==> src/hdl/distinct_top_k_extremes_assert.svh <==
// Assertion helpers for the RTL. The enclosing module must provide
// clk_i and rst_ni.
`ifndef DISTINCT_TOP_K_EXTREMES_ASSERT_SVH
`define DISTINCT_TOP_K_EXTREMES_ASSERT_SVH

// Same-cycle implication.
`define DTKE_ASSERT_NOW(lbl, ante, cons) \
  lbl: assert property (@(posedge clk_i) disable iff (!rst_ni) (ante) |-> (cons)) \
    else $error("dtke assertion failed");

// Next-cycle implication.
`define DTKE_ASSERT_NEXT(lbl, ante, cons) \
  lbl: assert property (@(posedge clk_i) disable iff (!rst_ni) (ante) |=> (cons)) \
    else $error("dtke assertion failed");

`endif

==> src/hdl/dtke_pkg.sv <==
package dtke_pkg;

  localparam int TEMP_W        = 8;
  localparam int RANK_W        = 3;
  localparam int TDATA_W       = 16;
  localparam int TOP_COUNT_DEF = 5;

  typedef logic signed [TEMP_W-1:0] temp_t;

  typedef enum logic {
    KIND_HIGH = 1'b0,
    KIND_LOW  = 1'b1
  } list_kind_e;

endpackage

==> src/hdl/dtke_insert.sv <==
// Combinational insertion of one sample into a sorted distinct list.
module dtke_insert #(
  parameter int TOP_COUNT = dtke_pkg::TOP_COUNT_DEF,
  parameter bit WANT_LOW  = 1'b0,
  localparam int CW = $clog2(TOP_COUNT + 1)
) (
  input  dtke_pkg::temp_t sample_i,
  input  dtke_pkg::temp_t list_i [TOP_COUNT],
  input  logic [CW-1:0]   count_i,
  output dtke_pkg::temp_t list_o [TOP_COUNT],
  output logic [CW-1:0]   count_o
);

  logic [TOP_COUNT-1:0] valid;
  logic [TOP_COUNT-1:0] hit;
  logic [TOP_COUNT-1:0] ins;   // monotonic: slot at or after insert point
  logic                 take;

  always_comb begin
    for (int i = 0; i < TOP_COUNT; i++) begin
      valid[i] = CW'(i) < count_i;
      hit[i]   = valid[i] && (sample_i == list_i[i]);
      if (WANT_LOW) begin
        ins[i] = !valid[i] || (sample_i < list_i[i]);
      end else begin
        ins[i] = !valid[i] || (sample_i > list_i[i]);
      end
    end
  end

  // duplicates are dropped; a full list only takes a more extreme value
  assign take = !(|hit) && ins[TOP_COUNT-1];

  always_comb begin
    for (int i = 0; i < TOP_COUNT; i++) begin
      list_o[i] = list_i[i];
      if (take && ins[i]) begin
        if (i == 0) begin
          list_o[i] = sample_i;
        end else if (!ins[i-1]) begin
          list_o[i] = sample_i;
        end else begin
          list_o[i] = list_i[i-1];
        end
      end
    end
    count_o = count_i;
    if (take && (count_i < CW'(TOP_COUNT))) begin
      count_o = count_i + CW'(1);
    end
  end

endmodule

==> src/hdl/dtke_report.sv <==
// Report snapshot and output register: holds both lists of one period and
// shifts them out one beat at a time.
module dtke_report #(
  parameter int TOP_COUNT = dtke_pkg::TOP_COUNT_DEF,
  localparam int CW = $clog2(TOP_COUNT + 1),
  localparam int RW = (TOP_COUNT > 1) ? $clog2(TOP_COUNT) : 1
) (
  input  logic                          clk_i,
  input  logic                          rst_ni,
  input  logic                          snap_load_i,
  input  dtke_pkg::temp_t               high_i [TOP_COUNT],
  input  logic [CW-1:0]                 high_cnt_i,
  input  dtke_pkg::temp_t               low_i [TOP_COUNT],
  input  logic [CW-1:0]                 low_cnt_i,
  output logic                          snap_free_o,
  output logic                          m_axis_tvalid,
  input  logic                          m_axis_tready,
  output logic [dtke_pkg::TDATA_W-1:0]  m_axis_tdata,  // rank[2:0], reported_value[10:3]
  output logic                          m_axis_tuser,  // list_kind
  output logic                          m_axis_tlast   // last_of_report
);

  localparam int RANK_OUT_W = dtke_pkg::RANK_W;
  localparam int PAD_W      = dtke_pkg::TDATA_W - dtke_pkg::TEMP_W - dtke_pkg::RANK_W;

  dtke_pkg::temp_t snap_high_q [TOP_COUNT];
  dtke_pkg::temp_t snap_low_q  [TOP_COUNT];
  logic [CW-1:0]   high_cnt_q, low_cnt_q;
  logic [RW-1:0]   rank_q;

  logic                  out_valid_q, out_last_q;
  dtke_pkg::list_kind_e  out_kind_q;
  logic [RANK_OUT_W-1:0] out_rank_q;
  dtke_pkg::temp_t       out_value_q;

  logic busy, emit, emit_high, last_emit;

  assign busy      = (high_cnt_q != '0) || (low_cnt_q != '0);
  assign emit      = busy && (!out_valid_q || m_axis_tready);
  assign emit_high = high_cnt_q != '0;
  assign last_emit = emit && !emit_high && (low_cnt_q == CW'(1));

  assign snap_free_o = !busy || last_emit;

  // snapshot lists: load on report, shift toward entry 0 as beats leave
  always_ff @(posedge clk_i) begin
    if (snap_load_i) begin
      snap_high_q <= high_i;
      snap_low_q  <= low_i;
    end else if (emit) begin
      for (int i = 0; i < TOP_COUNT - 1; i++) begin
        if (emit_high) begin
          snap_high_q[i] <= snap_high_q[i+1];
        end else begin
          snap_low_q[i] <= snap_low_q[i+1];
        end
      end
    end
  end

  always_ff @(posedge clk_i or negedge rst_ni) begin
    if (!rst_ni) begin
      high_cnt_q  <= '0;
      low_cnt_q   <= '0;
      rank_q      <= '0;
      out_valid_q <= 1'b0;
    end else begin
      if (snap_load_i) begin
        high_cnt_q <= high_cnt_i;
        low_cnt_q  <= low_cnt_i;
        rank_q     <= '0;
      end else if (emit) begin
        if (emit_high) begin
          high_cnt_q <= high_cnt_q - CW'(1);
          rank_q     <= (high_cnt_q == CW'(1)) ? '0 : rank_q + RW'(1);
        end else begin
          low_cnt_q <= low_cnt_q - CW'(1);
          rank_q    <= rank_q + RW'(1);
        end
      end
      if (emit) begin
        out_valid_q <= 1'b1;
      end else if (m_axis_tready) begin
        out_valid_q <= 1'b0;
      end
    end
  end

  always_ff @(posedge clk_i) begin
    if (emit) begin
      out_kind_q  <= emit_high ? dtke_pkg::KIND_HIGH : dtke_pkg::KIND_LOW;
      out_rank_q  <= RANK_OUT_W'(rank_q);
      out_value_q <= emit_high ? snap_high_q[0] : snap_low_q[0];
      out_last_q  <= last_emit;
    end
  end

  assign m_axis_tvalid = out_valid_q;
  assign m_axis_tdata  = {{PAD_W{1'b0}}, out_value_q, out_rank_q};
  assign m_axis_tuser  = out_kind_q;
  assign m_axis_tlast  = out_last_q;

`include "distinct_top_k_extremes_assert.svh"

  `DTKE_ASSERT_NOW(a_load_when_free, snap_load_i, snap_free_o)
  `DTKE_ASSERT_NEXT(a_done_after_last, last_emit && !snap_load_i, !busy)
  `DTKE_ASSERT_NOW(a_last_is_low, out_valid_q && out_last_q, out_kind_q == dtke_pkg::KIND_LOW)

endmodule

==> src/hdl/distinct_top_k_extremes.sv <==
// Streaming top-k distinct extremes. Each input beat carries a signed 8-bit
// temperature; tlast marks the last sample of a report period. The block keeps
// the TOP_COUNT largest and TOP_COUNT smallest distinct values seen in the
// current period (duplicates ignored, the two lists independent). On a tlast
// beat that sample is taken in first, then the report is sent: the high list
// in descending order (tuser 0), then the low list in ascending order
// (tuser 1), rank counting from 0 at the most extreme entry, tlast on the
// final beat. Both lists then start empty. Rate: one sample per cycle, except
// while a tlast beat waits. The input register feeds a combinational
// compare-and-shift insertion into both lists; a report is copied into a
// snapshot so new samples keep flowing while it drains at one output beat per
// cycle while the receiver is ready. A tlast beat waits in the input register
// only while the previous report still has beats left.
module distinct_top_k_extremes #(
  parameter int TOP_COUNT = dtke_pkg::TOP_COUNT_DEF
) (
  input  logic                          clk_i,
  input  logic                          rst_ni,
  // input stream
  input  logic                          s_axis_tvalid,
  output logic                          s_axis_tready,
  input  logic [dtke_pkg::TEMP_W-1:0]   s_axis_tdata,   // temperature[7:0]
  input  logic                          s_axis_tlast,   // end_of_period
  // report stream
  output logic                          m_axis_tvalid,
  input  logic                          m_axis_tready,
  output logic [dtke_pkg::TDATA_W-1:0]  m_axis_tdata,   // rank[2:0], reported_value[10:3]
  output logic                          m_axis_tuser,   // list_kind
  output logic                          m_axis_tlast    // last_of_report
);

  localparam int CW = $clog2(TOP_COUNT + 1);

  // input register
  logic            in_valid_q, in_eop_q;
  dtke_pkg::temp_t in_temp_q;

  // live lists, sorted, entries at or beyond the count are don't-care
  dtke_pkg::temp_t high_q [TOP_COUNT];
  dtke_pkg::temp_t low_q  [TOP_COUNT];
  logic [CW-1:0]   high_cnt_q, low_cnt_q;

  dtke_pkg::temp_t high_d [TOP_COUNT];
  dtke_pkg::temp_t low_d  [TOP_COUNT];
  logic [CW-1:0]   high_cnt_d, low_cnt_d;

  logic snap_free, advance, snap_load;

  // a tlast sample moves on only when the snapshot can take the report
  assign advance       = in_valid_q && (!in_eop_q || snap_free);
  assign snap_load     = advance && in_eop_q;
  assign s_axis_tready = !in_valid_q || advance;

  always_ff @(posedge clk_i or negedge rst_ni) begin
    if (!rst_ni) begin
      in_valid_q <= 1'b0;
    end else if (s_axis_tready) begin
      in_valid_q <= s_axis_tvalid;
    end
  end

  always_ff @(posedge clk_i) begin
    if (s_axis_tready && s_axis_tvalid) begin
      in_temp_q <= s_axis_tdata;
      in_eop_q  <= s_axis_tlast;
    end
  end

  dtke_insert #(
    .TOP_COUNT (TOP_COUNT),
    .WANT_LOW  (1'b0)
  ) u_ins_high (
    .sample_i (in_temp_q),
    .list_i   (high_q),
    .count_i  (high_cnt_q),
    .list_o   (high_d),
    .count_o  (high_cnt_d)
  );

  dtke_insert #(
    .TOP_COUNT (TOP_COUNT),
    .WANT_LOW  (1'b1)
  ) u_ins_low (
    .sample_i (in_temp_q),
    .list_i   (low_q),
    .count_i  (low_cnt_q),
    .list_o   (low_d),
    .count_o  (low_cnt_d)
  );

  always_ff @(posedge clk_i) begin
    if (advance) begin
      high_q <= high_d;
      low_q  <= low_d;
    end
  end

  // counts drop to zero once the period's lists go to the snapshot
  always_ff @(posedge clk_i or negedge rst_ni) begin
    if (!rst_ni) begin
      high_cnt_q <= '0;
      low_cnt_q  <= '0;
    end else if (advance) begin
      high_cnt_q <= in_eop_q ? '0 : high_cnt_d;
      low_cnt_q  <= in_eop_q ? '0 : low_cnt_d;
    end
  end

  dtke_report #(
    .TOP_COUNT (TOP_COUNT)
  ) u_report (
    .clk_i         (clk_i),
    .rst_ni        (rst_ni),
    .snap_load_i   (snap_load),
    .high_i        (high_d),
    .high_cnt_i    (high_cnt_d),
    .low_i         (low_d),
    .low_cnt_i     (low_cnt_d),
    .snap_free_o   (snap_free),
    .m_axis_tvalid (m_axis_tvalid),
    .m_axis_tready (m_axis_tready),
    .m_axis_tdata  (m_axis_tdata),
    .m_axis_tuser  (m_axis_tuser),
    .m_axis_tlast  (m_axis_tlast)
  );

endmodule
==> config.mk <==
export PLATFORM = sky130hd
export DESIGN_NAME = distinct_top_k_extremes
export DESIGN_NICKNAME = d
export VERILOG_FILES = /design/src/hdl/dtke_pkg.sv /design/src/hdl/dtke_insert.sv /design/src/hdl/dtke_report.sv /design/src/hdl/distinct_top_k_extremes.sv
export VERILOG_INCLUDE_DIRS = /design/src /design/src/hdl
export SDC_FILE = /design/constraint.sdc
export NUM_CORES = 1
export LEC_CHECK = 0
export ABC_AREA = 1
export BUFFER_PORTS_ARGS = -buffer_cell sky130_fd_sc_hd__buf_2
export CAP_MARGIN = 0
export CORE_MARGIN = 8
export CORE_UTILIZATION = 57
export DETAILED_ROUTE_END_ITERATION = 8
export PLACE_DENSITY = 0.77
export SKIP_LAST_GASP = 1
export SYNTH_ARGS = -nofsm -noshare
export SYNTH_HDL_FRONTEND = slang
export SYNTH_SLANG_ARGS = --single-unit
==> constraint.sdc <==
create_clock -name clk_i -period 3.72 [get_ports clk_i]
set_input_delay 0.744 -clock clk_i [delete_from_list [all_inputs] [get_ports clk_i]]
set_output_delay 0.744 -clock clk_i [all_outputs]
set_load 0.02 [all_outputs]
==> impl_metrics.ini <==
[sta]
tightestPinTransition_ps = 876
hold_viol = 0
timing.final.crit_share = 0.880
fin_skew_ps = 9.26
fmax_mhz = 305
period_minus_slack_ps = 3270
maxSlewHeadroom = 0.416
slew_viol_final = 0
finalSetupViolCount = 0
hold-worst-slack_ps = 225
rsz0062_at_grt = false
setup_tns_ps = 0

[yosys]
syn_inst = 1396
synth_fa_ha_area_frac = 0.0923
async_flop_share = 0.0854
synth-simple-area-share = 0.297
synth_top_family_by_area = simple AND/OR/NAND/NOR gates
synth_seq_area_share = 0.488
synth_edf_count = 182
syn_area_um2 = 12100
synth_cell_types = 43
synth.area.mux_share = 0
ys_warn_count = 0
synth_xor_area_frac = 0.00363
synth_compound_area_frac = 0.0523
synth_ff_type = edfxtp_1
syn-mean-instance-area_um2 = 8.64
synth-seq-cells = 199

[worst_setup_path]
rrSetupSlack_ps = 460
cp_data_required_time_ps = 2980
cp_max_fo = 18
rr_endpoint = low_q[26]
critPathKind = flip-flop to output port
crit_arrival_ps = 2530
start_kind = flip-flop
critPathCaptureType = output port
worstReg2RegStart = in_temp_q[1]
worstRegToRegCells = 12

[grt]
grt_overflow = 0
grt_usage = 0.232
antenna_found_initial = 0
grt_pass1_vias = 9326
grt_max_degree = 86
grt_pass1_wl_mm = 47.8

[floorplanning]
initial_utilization = 0.578
die_area_um2 = 26100
die_h_um = 162
core_um2 = 20900
ios = 33
die_x_um = 162
fp-row-count = 53

[clock_network]
cts_hold_buf = 0
path_clk_slew_ps = 80
worstSkewPairLatency_ps = 440
cts_tree = yes
clock-sinks = 199
cts_setup_buffers = 0
cts-root-buf = clkbuf_16
cts_buffers = 17
cts_buffer_depth = 2
cts.repair.resized = 0
cts_htree_levels = 4

[route]
postRouteAntennaNets = 0
via_count = 9663
finalWirelength_mm = 29.6
route.detailed.drc = 0
via_per_inst = 5.63
dr.pass1.iters = 5
wl_per_cell_um = 17.3
detail_route.iter0.violations = 1121

[placed_design]
dp_hpwl_mm = 20.6
io_buffers = 27
gp_congestion = 0.888

[final_layout]
final_cell_mix = 507 x nand2_1, 182 x edfxtp_1, 153 x nand3_1
layout_commonest_cell = nand2_1
area_growth_pct = 8.99
drive_gt1_frac = 0.0861
diodes = 0
final_nets = 1531

[job]
maxCapViolations = 0

[power_and_ir_drop]
peakVddDrop_uv = 430
leakage_nw = 6.24
powerDensity_nw_per_um2 = 858

[min_path]
hp-class = input port to asynchronous set/reset pin

[status]
status = finished clean
## worst max-delay path, cell delays in order, from the launching register on
cell and delay (ps):
dfrtp_1 400, inv_1 90, ha_1 240, nand2_2 240, nor2_4 120, nor2_8 280, nand2_4 120, inv_2 80
nand3_2 100, nand3_1 210, buf_2 220
## where the power goes
part	leakage [nW]	switching, W	internal (W)
logic	3.99	0.00338	0.00166
registers	1.94	0.000399	0.00378
clock network	0.307	0.000866	0.00120
total	6.24	0.00464	0.00664
## flip-flops by register name (all words and copies together) (netlist names)
register and cells:
u_report.low_cnt_q 3, u_report.snap_high_q 40, u_report.out_value_q 8, u_report.snap_low_q 40, in_eop_q 1, u_report.rank_q 3, low_cnt_q 3, u_report.m_axis_tlast 1
u_report.out_rank_q 3, u_report.m_axis_tuser 1, low_q 40, in_temp_q 8, u_report.high_cnt_q 3, high_q 40, u_report.m_axis_tvalid 1, high_cnt_q 3
in_valid_q 1
## per-stage QoR
step                      utilization  area, µm²  power [W]  setup slack [ps]  std cells
after floorplan                     -      12100    0.00782               325       1400
after global placement          0.599      12500    0.00897               608       1685
after detailed placement        0.599      12500    0.00916               613       1685
after CTS                       0.630      13200     0.0113               454       1716
after global routing            0.630      13200     0.0121               214       1716
final                           0.630      13200     0.0113               446       1716
## cell usage after synthesis (3+ instances only)
cell type | number | area, µm²
xor2_1 | 5 | 43.8
o21a_1 | 8 | 60.1
o21ai_0 | 28 | 140
nand2_1 | 507 | 1900
o21ai_1 | 6 | 30.0
nand2_4 | 5 | 56.3
nor3_1 | 10 | 50.1
and2_1 | 49 | 307
dfrtp_1 | 17 | 425
nor2_4 | 4 | 45.0
a21oi_2 | 3 | 26.3
buf_6 | 3 | 33.8
a22oi_1 | 8 | 60.1
buf_4 | 7 | 52.6
nand2_2 | 11 | 68.8
nand4_1 | 13 | 81.3
ha_1 | 89 | 1110
o211ai_1 | 3 | 22.5
buf_2 | 19 | 95.1
inv_2 | 14 | 52.6
nor2_8 | 3 | 60.1
inv_1 | 145 | 544
nand3_2 | 6 | 60.1
edfxtp_1 | 182 | 5470
nor2_1 | 34 | 128
a21oi_1 | 46 | 230
nand3_1 | 153 | 766
## final cells by class
type                       count  area [µm²]
clock buffer                  17         425
clock inverter                14         221
fill                        1745        7740
inverter                     161         609
multi-input combinational   1009        5400
sequential                   199        5890
tap                          275         344
timing repair buffer          41         265
## layer usage
layer / up-vias / track usage / routed length (µm)
met5: - / 0 / 0
met4: 0 / 0.112 / 1170
met3: 87 / 0.0506 / 2800
met2: 440 / 0.362 / 13200
met1: 4437 / 0.303 / 12500
li1: 4699 / - / -
## cell families after synthesis
logic type	Yosys count
XOR/XNOR	5
adder cells (fa/ha/maj)	89
AND/OR/NAND/NOR	801
flip-flops	199
buffers and inverters	192
AO/OA/AOI/OAI	109
other	1
## worst max-delay path by stage
stage | slack (ps) | to | startpoint
after detailed placement | 610 | u_report.snap_high_q[32] | in_temp_q[1]
after global routing | 210 | u_report.snap_low_q[24] | in_temp_q[1]
after floorplan | 330 | u_report.snap_high_q[10] | m_axis_tready
final | 450 | s_axis_tready | u_report.high_cnt_q[0]
after global placement | 610 | low_q[26] | in_temp_q[1]
after CTS | 450 | s_axis_tready | u_report.high_cnt_q[0]
Note: power is estimated with default switching activity, not from simulation.
